`config.mk`:
```
export PLATFORM = sky130hd
export DESIGN_NAME = top_k_values_with_positions_core
export DESIGN_NICKNAME = d
export VERILOG_FILES = /design/src/hw/rtl/tkv_pkg.sv /design/src/hw/rtl/tkv_cmp.sv /design/src/hw/rtl/tkv_store.sv /design/src/hw/rtl/top_k_values_with_positions_core.sv
export SDC_FILE = /design/constraint.sdc
export NUM_CORES = 1
export LEC_CHECK = 0
export ABC_AREA = 1
export BUFFER_PORTS_ARGS = -buffer_cell sky130_fd_sc_hd__buf_2
export CAP_MARGIN = 30
export CELL_PAD_IN_SITES_DETAIL_PLACEMENT = 0
export CELL_PAD_IN_SITES_GLOBAL_PLACEMENT = 1
export CORE_UTILIZATION = 51
export DETAILED_ROUTE_END_ITERATION = 10
export HOLD_SLACK_MARGIN = 0.03
export PLACE_DENSITY_LB_ADDON = 0.1
export SETUP_SLACK_MARGIN = 0.15
export SLEW_MARGIN = 20
export SYNTH_ARGS = -nofsm -noshare
export SYNTH_HDL_FRONTEND = slang
export SYNTH_SLANG_ARGS = --single-unit
export TNS_END_PERCENT = 5
```
`constraint.sdc`:
```
create_clock -name clk -period 9.1 [get_ports clk]
set_clock_uncertainty 0.1 [all_clocks]
set_input_delay 0.91 -clock clk [delete_from_list [all_inputs] [get_ports clk]]
set_output_delay 0.91 -clock clk [all_outputs]
set_load 0.01 [all_outputs]
```
`src/hw/rtl/tkv_pkg.sv`:
```
`default_nettype none

package tkv_pkg;

	localparam int VAL_W     = 32;
	localparam int POS_W     = 16;
	localparam int CNT_OUT_W = 3;
	localparam int OUT_POS_N = 4;
	localparam int CAP_W     = 4;
	localparam logic [CAP_W-1:0] CAP_RESET = 4'd8;

	// byte address of the capacity register
	localparam logic [1:0] ADDR_CAPACITY = 2'd0;

	typedef enum logic [1:0] {
		CMD_OFFER = 2'd0,
		CMD_READ  = 2'd1,
		CMD_CLEAR = 2'd2
	} cmd_t;

	typedef struct packed {
		logic match;  // probe equals key
		logic below;  // probe signed-less-than floor
	} cmp_res_t;

endpackage

`default_nettype wire

```
`src/hw/rtl/tkv_cmp.sv`:
```
`default_nettype none

module tkv_cmp (
	input  logic signed [tkv_pkg::VAL_W-1:0] x,
	input  logic signed [tkv_pkg::VAL_W-1:0] key,
	input  logic signed [tkv_pkg::VAL_W-1:0] floor,
	output tkv_pkg::cmp_res_t                res
);

	always_comb begin
		res.match = (x == key);
		res.below = (x < floor);
	end

endmodule

`default_nettype wire

```
`src/hw/rtl/tkv_store.sv`:
```
`default_nettype none

module tkv_store #(
	parameter int TABLE_DEPTH    = 8,
	parameter int POSITION_DEPTH = 4,
	localparam int SW = (TABLE_DEPTH > 1) ? $clog2(TABLE_DEPTH) : 1,
	localparam int PW = (POSITION_DEPTH > 1) ? $clog2(POSITION_DEPTH) : 1,
	localparam int CW = $clog2(POSITION_DEPTH + 1)
) (
	input  logic                                    clk,
	input  logic                                    meta_we,
	input  logic [SW-1:0]                           meta_waddr,
	input  logic [tkv_pkg::VAL_W-1:0]               meta_wval,
	input  logic [CW-1:0]                           meta_wcnt,
	input  logic                                    meta_wovf,
	input  logic [SW-1:0]                           meta_raddr,
	output logic [tkv_pkg::VAL_W-1:0]               meta_rval,
	output logic [CW-1:0]                           meta_rcnt,
	output logic                                    meta_rovf,
	input  logic                                    pos_we,
	input  logic [SW+PW-1:0]                        pos_waddr,
	input  logic [tkv_pkg::POS_W-1:0]               pos_wdata,
	input  logic [SW+PW-1:0]                        pos_raddr,
	output logic [tkv_pkg::POS_W-1:0]               pos_rdata
);

	localparam int PDEPTH = TABLE_DEPTH * (2 ** PW);

	logic [tkv_pkg::VAL_W-1:0] val_mem [TABLE_DEPTH];
	logic [CW-1:0]             cnt_mem [TABLE_DEPTH];
	logic                      ovf_mem [TABLE_DEPTH];
	logic [tkv_pkg::POS_W-1:0] pos_mem [PDEPTH];

	always_ff @(posedge clk) begin
		if (meta_we) begin
			val_mem[meta_waddr] <= meta_wval;
			cnt_mem[meta_waddr] <= meta_wcnt;
			ovf_mem[meta_waddr] <= meta_wovf;
		end
		meta_rval <= val_mem[meta_raddr];
		meta_rcnt <= cnt_mem[meta_raddr];
		meta_rovf <= ovf_mem[meta_raddr];
	end

	// positions of slot s live at {s, k}
	always_ff @(posedge clk) begin
		if (pos_we) begin
			pos_mem[pos_waddr] <= pos_wdata;
		end
		pos_rdata <= pos_mem[pos_raddr];
	end

endmodule

`default_nettype wire

```
`src/hw/rtl/top_k_values_with_positions_core.sv`:
```
`default_nettype none

// Channel   Dir  Handshake                Payload
// cfg       in   psel/penable/pready      capacity at paddr 0
// s_axis    in   s_axis_tvalid/tready     tuser = command, tdata = value, position
// m_axis    out  m_axis_tvalid/tready     tuser = entry_valid, tlast = last, tdata = entry
//
// Offer: accepted in idle, then one pass of the shared comparator over the held slots
// (skipped when the table is empty) and a decide state; a match ends the pass without decide.
// Read-out: per entry a meta read and a load, a read and a write state per recorded position, then emit.
// Clear and unknown commands finish in the idle state. Input is taken only in the idle state.
// Reset empties the table and sets capacity to 8; table memories are not cleared.
// A finished beat waits in the output register; the sequencer stalls in the emit state
// only while that register still holds a beat that has not been taken.
module top_k_values_with_positions_core #(
	parameter int TABLE_DEPTH    = 8,
	parameter int POSITION_DEPTH = 4
) (
	input  logic          clk,
	input  logic          arst_n,
	input  logic          psel,
	input  logic          penable,
	input  logic          pwrite,
	input  logic [1:0]    paddr,
	input  logic [31:0]   pwdata,
	output logic [31:0]   prdata,
	output logic          pready,
	input  logic          s_axis_tvalid,
	output logic          s_axis_tready,
	input  logic [47:0]   s_axis_tdata,   // value[31:0], position[47:32]
	input  logic [1:0]    s_axis_tuser,   // command[1:0]
	output logic          m_axis_tvalid,
	input  logic          m_axis_tready,
	output logic [103:0]  m_axis_tdata,   // entry_value[31:0], position_count[34:32],
	                                      // position_a[50:35], position_b[66:51],
	                                      // position_c[82:67], position_d[98:83],
	                                      // positions_overflowed[99], zero[103:100]
	output logic          m_axis_tuser,   // entry_valid
	output logic          m_axis_tlast
);

	localparam int SW   = (TABLE_DEPTH > 1) ? $clog2(TABLE_DEPTH) : 1;
	localparam int UW   = $clog2(TABLE_DEPTH + 1);
	localparam int PW   = (POSITION_DEPTH > 1) ? $clog2(POSITION_DEPTH) : 1;
	localparam int CW   = $clog2(POSITION_DEPTH + 1);
	localparam int CAPX = (UW > tkv_pkg::CAP_W) ? UW : tkv_pkg::CAP_W;
	localparam int PMAX = (POSITION_DEPTH < tkv_pkg::OUT_POS_N) ?
		POSITION_DEPTH : tkv_pkg::OUT_POS_N;

	typedef enum logic [7:0] {
		ST_IDLE    = 8'b0000_0001,
		ST_SCAN    = 8'b0000_0010,
		ST_DECIDE  = 8'b0000_0100,
		ST_RO_META = 8'b0000_1000,
		ST_RO_LOAD = 8'b0001_0000,
		ST_RO_PRD  = 8'b0010_0000,
		ST_RO_PWR  = 8'b0100_0000,
		ST_RO_EMIT = 8'b1000_0000
	} state_t;

	state_t state_q;

	logic [tkv_pkg::CAP_W-1:0] cap_q;
	logic [UW-1:0]             used_q;
	logic [UW-1:0]             issue_q;
	logic                      dv_q;
	logic [SW-1:0]             cidx_q;
	logic [SW-1:0]             low_slot_q;
	logic signed [31:0]        low_val_q;
	logic signed [31:0]        value_q;
	logic [15:0]               posin_q;
	logic [SW-1:0]             ro_slot_q;
	logic [1:0]                k_q;
	logic [2:0]                npos_q;

	logic                      ent_vld_q;
	logic [31:0]               ent_val_q;
	logic [2:0]                ent_cnt_q;
	logic                      ent_ovf_q;
	logic [15:0]               ent_pos_q [tkv_pkg::OUT_POS_N];

	logic                      out_vld_q;
	logic                      out_entry_q;
	logic                      out_last_q;
	logic [31:0]               out_val_q;
	logic [2:0]                out_cnt_q;
	logic                      out_ovf_q;
	logic [15:0]               out_pos_q [tkv_pkg::OUT_POS_N];

	logic [CAPX-1:0]           cap_x;
	logic [CAPX-1:0]           cap_eff;
	logic                      room;
	logic                      in_acc;
	logic                      out_free;
	logic                      cfg_wr;
	logic                      last_cmp;
	logic                      ro_last;
	logic                      hit;
	logic [SW-1:0]             ins_slot;
	logic [7:0]                cnt_x;
	logic [2:0]                npos_rd;
	logic [2:0]                pc_rd;
	tkv_pkg::cmd_t             cmd;

	logic signed [31:0]        cmp_x;
	logic signed [31:0]        cmp_floor;
	tkv_pkg::cmp_res_t         cmp_res;

	logic                      meta_we;
	logic [SW-1:0]             meta_waddr;
	logic [31:0]               meta_wval;
	logic [CW-1:0]             meta_wcnt;
	logic                      meta_wovf;
	logic [SW-1:0]             meta_raddr;
	logic [31:0]               meta_rval;
	logic [CW-1:0]             meta_rcnt;
	logic                      meta_rovf;
	logic                      pos_we;
	logic [SW+PW-1:0]          pos_waddr;
	logic [SW+PW-1:0]          pos_raddr;
	logic [15:0]               pos_rdata;

	// configuration port
	assign pready = 1'b1;
	assign cfg_wr = psel && penable && pwrite && pready;
	assign prdata = (paddr == tkv_pkg::ADDR_CAPACITY) ?
		{{(32 - tkv_pkg::CAP_W){1'b0}}, cap_q} : 32'd0;

	always_comb begin
		cap_x = CAPX'(cap_q);
		if (cap_x == '0) begin
			cap_eff = CAPX'(1);
		end else if (cap_x > CAPX'(TABLE_DEPTH)) begin
			cap_eff = CAPX'(TABLE_DEPTH);
		end else begin
			cap_eff = cap_x;
		end
	end

	assign room     = CAPX'(used_q) < cap_eff;
	assign s_axis_tready = (state_q == ST_IDLE);
	assign in_acc   = s_axis_tvalid && s_axis_tready;
	assign cmd      = tkv_pkg::cmd_t'(s_axis_tuser);
	assign out_free = !out_vld_q || m_axis_tready;
	assign last_cmp = (UW'(cidx_q) + UW'(1)) == used_q;
	assign ro_last  = (used_q == '0) || ((UW'(ro_slot_q) + UW'(1)) == used_q);
	assign hit      = (state_q == ST_SCAN) && dv_q && cmp_res.match;
	assign ins_slot = room ? used_q[SW-1:0] : low_slot_q;

	// count as shown on the port, and positions to fetch for read-out
	always_comb begin
		cnt_x   = 8'(meta_rcnt);
		pc_rd   = (cnt_x > 8'd7) ? 3'd7 : cnt_x[2:0];
		npos_rd = (cnt_x > 8'(PMAX)) ? 3'(PMAX) : cnt_x[2:0];
	end

	// shared comparator: match/min during the scan, final replace test in decide
	assign cmp_x     = (state_q == ST_DECIDE) ? low_val_q : $signed(meta_rval);
	assign cmp_floor = (state_q == ST_DECIDE) ? value_q : low_val_q;

	tkv_cmp u_cmp (
		.x     (cmp_x),
		.key   (value_q),
		.floor (cmp_floor),
		.res   (cmp_res)
	);

	assign meta_raddr = (state_q == ST_SCAN) ? issue_q[SW-1:0] : ro_slot_q;
	assign pos_raddr  = {ro_slot_q, PW'(k_q)};

	always_comb begin
		meta_we    = 1'b0;
		meta_waddr = cidx_q;
		meta_wval  = meta_rval;
		meta_wcnt  = meta_rcnt;
		meta_wovf  = meta_rovf;
		pos_we     = 1'b0;
		pos_waddr  = {cidx_q, meta_rcnt[PW-1:0]};
		if (hit) begin
			meta_we = 1'b1;
			if (meta_rcnt < CW'(POSITION_DEPTH)) begin
				pos_we    = 1'b1;
				meta_wcnt = meta_rcnt + CW'(1);
			end else begin
				meta_wovf = 1'b1;
			end
		end else if (state_q == ST_DECIDE && (room || cmp_res.below)) begin
			meta_we    = 1'b1;
			meta_waddr = ins_slot;
			meta_wval  = value_q;
			meta_wcnt  = CW'(1);
			meta_wovf  = 1'b0;
			pos_we     = 1'b1;
			pos_waddr  = {ins_slot, PW'(0)};
		end
	end

	tkv_store #(
		.TABLE_DEPTH    (TABLE_DEPTH),
		.POSITION_DEPTH (POSITION_DEPTH)
	) u_store (
		.clk        (clk),
		.meta_we    (meta_we),
		.meta_waddr (meta_waddr),
		.meta_wval  (meta_wval),
		.meta_wcnt  (meta_wcnt),
		.meta_wovf  (meta_wovf),
		.meta_raddr (meta_raddr),
		.meta_rval  (meta_rval),
		.meta_rcnt  (meta_rcnt),
		.meta_rovf  (meta_rovf),
		.pos_we     (pos_we),
		.pos_waddr  (pos_waddr),
		.pos_wdata  (posin_q),
		.pos_raddr  (pos_raddr),
		.pos_rdata  (pos_rdata)
	);

	// sequencer
	always_ff @(posedge clk or negedge arst_n) begin
		if (!arst_n) begin
			state_q   <= ST_IDLE;
			cap_q     <= tkv_pkg::CAP_RESET;
			used_q    <= '0;
			issue_q   <= '0;
			dv_q      <= 1'b0;
			ro_slot_q <= '0;
			k_q       <= '0;
			out_vld_q <= 1'b0;
		end else begin
			if (cfg_wr && paddr == tkv_pkg::ADDR_CAPACITY) begin
				cap_q <= pwdata[tkv_pkg::CAP_W-1:0];
			end
			// a beat taken while the next one loads keeps the register full
			if (m_axis_tvalid && m_axis_tready && !(state_q == ST_RO_EMIT && out_free)) begin
				out_vld_q <= 1'b0;
			end
			unique case (state_q)
				ST_IDLE: begin
					if (in_acc) begin
						unique case (cmd)
							tkv_pkg::CMD_OFFER: begin
								issue_q <= '0;
								dv_q    <= 1'b0;
								state_q <= (used_q == '0) ? ST_DECIDE : ST_SCAN;
							end
							tkv_pkg::CMD_READ: begin
								ro_slot_q <= '0;
								state_q   <= (used_q == '0) ? ST_RO_EMIT : ST_RO_META;
							end
							tkv_pkg::CMD_CLEAR: begin
								used_q <= '0;
							end
							default: begin
							end
						endcase
					end
				end
				ST_SCAN: begin
					issue_q <= issue_q + UW'(1);
					dv_q    <= 1'b1;
					if (dv_q) begin
						if (cmp_res.match) begin
							state_q <= ST_IDLE;
						end else if (last_cmp) begin
							state_q <= ST_DECIDE;
						end
					end
				end
				ST_DECIDE: begin
					if (room) begin
						used_q <= used_q + UW'(1);
					end
					state_q <= ST_IDLE;
				end
				ST_RO_META: begin
					state_q <= ST_RO_LOAD;
				end
				ST_RO_LOAD: begin
					k_q     <= '0;
					state_q <= (npos_rd == 3'd0) ? ST_RO_EMIT : ST_RO_PRD;
				end
				ST_RO_PRD: begin
					state_q <= ST_RO_PWR;
				end
				ST_RO_PWR: begin
					if ((3'(k_q) + 3'd1) == npos_q) begin
						state_q <= ST_RO_EMIT;
					end else begin
						k_q     <= k_q + 2'd1;
						state_q <= ST_RO_PRD;
					end
				end
				ST_RO_EMIT: begin
					if (out_free) begin
						out_vld_q <= 1'b1;
						if (ro_last) begin
							state_q <= ST_IDLE;
						end else begin
							ro_slot_q <= ro_slot_q + SW'(1);
							state_q   <= ST_RO_META;
						end
					end
				end
				default: begin
					state_q <= ST_IDLE;
				end
			endcase
		end
	end

	// datapath registers
	always_ff @(posedge clk) begin
		if (in_acc) begin
			value_q   <= $signed(s_axis_tdata[31:0]);
			posin_q   <= s_axis_tdata[47:32];
			ent_vld_q <= (used_q != '0);
			ent_val_q <= '0;
			ent_cnt_q <= '0;
			ent_ovf_q <= 1'b0;
			for (int i = 0; i < tkv_pkg::OUT_POS_N; i++) begin
				ent_pos_q[i] <= '0;
			end
		end
		if (state_q == ST_SCAN) begin
			cidx_q <= issue_q[SW-1:0];
			// lowest slot keeps the minimum on ties
			if (dv_q && (cidx_q == '0 || cmp_res.below)) begin
				low_slot_q <= cidx_q;
				low_val_q  <= $signed(meta_rval);
			end
		end
		if (state_q == ST_RO_LOAD) begin
			ent_val_q <= meta_rval;
			ent_cnt_q <= pc_rd;
			ent_ovf_q <= meta_rovf;
			npos_q    <= npos_rd;
			for (int i = 0; i < tkv_pkg::OUT_POS_N; i++) begin
				ent_pos_q[i] <= '0;
			end
		end
		if (state_q == ST_RO_PWR) begin
			ent_pos_q[k_q] <= pos_rdata;
		end
		if (state_q == ST_RO_EMIT && out_free) begin
			out_entry_q <= ent_vld_q;
			out_last_q  <= ro_last;
			out_val_q   <= ent_val_q;
			out_cnt_q   <= ent_cnt_q;
			out_ovf_q   <= ent_ovf_q;
			for (int i = 0; i < tkv_pkg::OUT_POS_N; i++) begin
				out_pos_q[i] <= ent_pos_q[i];
			end
		end
	end

	assign m_axis_tvalid = out_vld_q;
	assign m_axis_tuser  = out_entry_q;
	assign m_axis_tlast  = out_last_q;
	assign m_axis_tdata  = {4'd0, out_ovf_q, out_pos_q[3], out_pos_q[2], out_pos_q[1],
		out_pos_q[0], out_cnt_q, out_val_q};

`ifndef NO_ASSERTIONS
	a_fill_grows: assert property (@(posedge clk) disable iff (!arst_n)
		(state_q == ST_DECIDE && room) |=> (used_q == $past(used_q) + UW'(1)))
		else $error("table fill did not advance on insert");

	a_used_bound: assert property (@(posedge clk) disable iff (!arst_n)
		CAPX'(used_q) <= CAPX'(TABLE_DEPTH))
		else $error("entries in use beyond table depth");

	a_empty_last: assert property (@(posedge clk) disable iff (!arst_n)
		(m_axis_tvalid && !m_axis_tuser) |-> m_axis_tlast)
		else $error("empty-table beat without tlast");

	a_pos_fetch: assert property (@(posedge clk) disable iff (!arst_n)
		(state_q == ST_RO_PWR) |-> (3'(k_q) < npos_q))
		else $error("position fetch beyond recorded count");
`endif

endmodule

`default_nettype wire

```
==> metrics.txt <==
max-slew violations 0; # H-tree levels 3; Area Overhead vs Synth 13.9%; routed vias 27.7k; Iteration-0 DRC Markers 2,012; starting density of the core 0.517; Final #Nets approximately 3.8k; VDD IR max 0.000190 V; Worst Reg-to-Reg Cells 21; Max Cap Viol 0; Worst Path Required 9.35 ns; core area 0.0888 mm^2; CTS tree built; largest net degree at the start of global routing 129; via/cell ratio 5.66; Die Ht slightly above 300 um; Die Span X 302 um; clock root cell clkbuf_16; antenna violations before repair 1; final WL 115,000 um; worst reg2reg path startpoint state_q[7]; failing checks DRC; grt ovf 0; Mean Syn Cell Area between 10 and 15 um^2; # DRC 14; cts hold-fix bufs 0; Top Ports ~230; global-route wire length before repair 169,000 um; Worst setup SP type register; fin crit share 0.614; most common cell after layout, fill and taps aside edfxtp_1; Die Area 0.0912 mm^2; #FFs+latches synth 1,170; TritonRoute pass-1 iters 10; Synth Cell Area 0.0459 mm^2; share of cells above drive strength 1 0.135; Final Power 13,900 uW; Min-Delay Path Class input port to asynchronous set/reset pin; top cell type's share of synthesized area 0.714; relative slew slack 0.348; synthesized netlist cell count 3,440; antenna-violating nets left 0; Worst-path clk slew 0.06 ns; post-layout minimum cycle time 5.59 ns; number of synthesis warnings 0; leakage roughly 0.018 uW; Post-CTS Setup Repair Bufs 0; RePlAce Congestion 0.826; post-synth top area cell edfxtp_1; final setup fails 0; worst-skew pair later-pin latency 0.72 ns; row count around 110; number of global-route vias before repair approximately 27k; outcome finished, violations left; Worst Path Max Fanout 76; WL/cell 23.5 um; CP arrival 5.84 ns; PostCTS Resize Cnt 0; Cell variety after synth 52; post-synthesis sequential area ratio 0.751; RSZ-0062 raised after global routing no; Setup crit start state_q[7]; Worst-Margin Slew 0.977 ns; Synth Flop Type edfxtp_1; Longest Clk Path Bufs 3; most frequent cells in the layout edfxtp_1 (1,092), nor2_1 (528), o21ai_0 (516); setup_tns 0 ns; Max Freq 179 MHz; PD cells 266 mW/mm^2; number of port buffers 170; CP endpoint kind register; placed wire-length estimate 69,000 um; Post-synth EDFFs approximately 1.1k; Crit Path Category register to register; Post-synth ARST share 0.0222; worst reg-to-reg setup slack 3.51 ns; GRT Util Overall 0.251; Synth area leaders edfxtp_1 (71%), o21ai_0 (5.6%), nor2_1 (4.4%); CTS sink cnt roughly 1.2k; Final Hold Violating Endpoints 0; Num CTS Buffers 117
metrics by stage:
step                area, um^2  instances  hold WS [ns]  worst slack [ns]   util
detailed placement       48200       4670         0.305              3.01  0.543
floorplan                46000       3471         0.300              1.97      -
CTS                      52200       4890         0.105              2.98  0.588
finish                   52300       4899         0.123              3.51  0.589
global placement         48000       4658         0.301              3.12  0.541
global route             52300       4897         0.135              3.05  0.589
state kept, by name (all words and copies together), names as in the netlist, 24 cells and up:
| register | cells |
|---|---|
| u_store.pos_mem | 512 |
| u_store.val_mem | 256 |
| ent_pos_q | 64 |
| out_pos_q | 64 |
| ent_val_q | 32 |
| low_val_q | 32 |
| out_val_q | 32 |
| u_store.meta_rval | 32 |
| value_q | 32 |
| u_store.cnt_mem | 24 |
metal layers:
| metal | track usage | vias to the layer above | part of all wire |
|---|---|---|---|
| met5 | 0 | - | 0.00015 |
| met4 | 0.103 | 2 | 0.041 |
| met3 | 0.0374 | 198 | 0.043 |
| met2 | 0.461 | 703 | 0.53 |
| met1 | 0.294 | 13900 | 0.38 |
| li1 | - | 12900 | - |
path summary, 6_finish.rpt:
check / to
worst max-delay path: u_store.val_mem[4][15]
worst min-delay path: ro_slot_q[2]
worst max register to register: u_store.val_mem[4][15]
worst min register to register: m_axis_tuser
max in group asynchronous: k_q[1]
min in group clk: posin_q[0]
power by group:
part           leakage, uW  internal [uW]  switching [uW]  total [uW]
clock              0.00193           2840            2020        4870
combinational      0.00557            553            1590        2140
sequential          0.0107           6650             265        6910
total               0.0182          10000            3880       13900
cells in the mapped netlist, drive strengths merged, types with 2 or more instances:
| master | number |
|---|---|
| nand4 | 27 |
| clkinv | 2 |
| conb | 2 |
| xor2 | 31 |
| a211oi | 2 |
| o21ai | 539 |
| a21oi | 26 |
| o31ai | 2 |
| o211ai | 16 |
| nand3 | 81 |
| o22ai | 118 |
| inv | 161 |
| buf | 57 |
| or2 | 3 |
| edfxtp | 1092 |
| clkbuf | 163 |
| nor3 | 8 |
| nor4 | 11 |
| ha | 46 |
| dfstp | 2 |
| o21bai | 72 |
| nand2 | 255 |
| xnor2 | 6 |
| a31oi | 38 |
| o221ai | 49 |
| nor2 | 549 |
| dfxtp | 52 |
| dfrtp | 24 |
worst max-delay path, stage by stage, from the launching register on:
cell and delay, ns:
dfrtp_1 0.42, nor2_4 0.16, nand2_4 0.13, nor2_8 0.30
buf_16 0.28, nand2_1 0.12, o21ai_2 0.10, ha_1 0.27
a21oi_1 0.17, a31oi_1 0.10, a2111oi_0 0.39, nand2_1 0.15
nand2_1 0.14, nand2_1 0.07, nand2_1 0.11, nand3_2 0.16
nand2_2 0.28, nand2_1 0.10, nand2_1 0.14, nand3_1 0.40
nor2_4 0.51, buf_4 0.51
logic make-up (layout without fill, tap and decap cells):
logic type | after synthesis | after routing | synth area share
AOI/OAI and AO/OA | 866 | 866 | 0.109
xor gates and xnor gates | 37 | 37 | 0.00706
adders and majority gates | 46 | 46 | 0.0125
buffers and inverters | 383 | 644 | 0.0353
DFF | 1170 | 1170 | 0.751
other | 2 | 35 | 0.000164
and+or+nand+nor | 936 | 936 | 0.0850
area by class of cell:
class | instances | area [um^2]
Fill cell | 6992 | 36500
Clock inverter | 80 | 841
Tap cell | 1165 | 1460
Multi-Input combinational cell | 1918 | 10000
Antenna cell | 2 | 5.00
Clock buffer | 140 | 3090
Timing Repair Buffer | 261 | 1730
Inverter | 163 | 618
Sequential cell | 1170 | 34500
No activity file was read; power rests on OpenSTA's default activity.
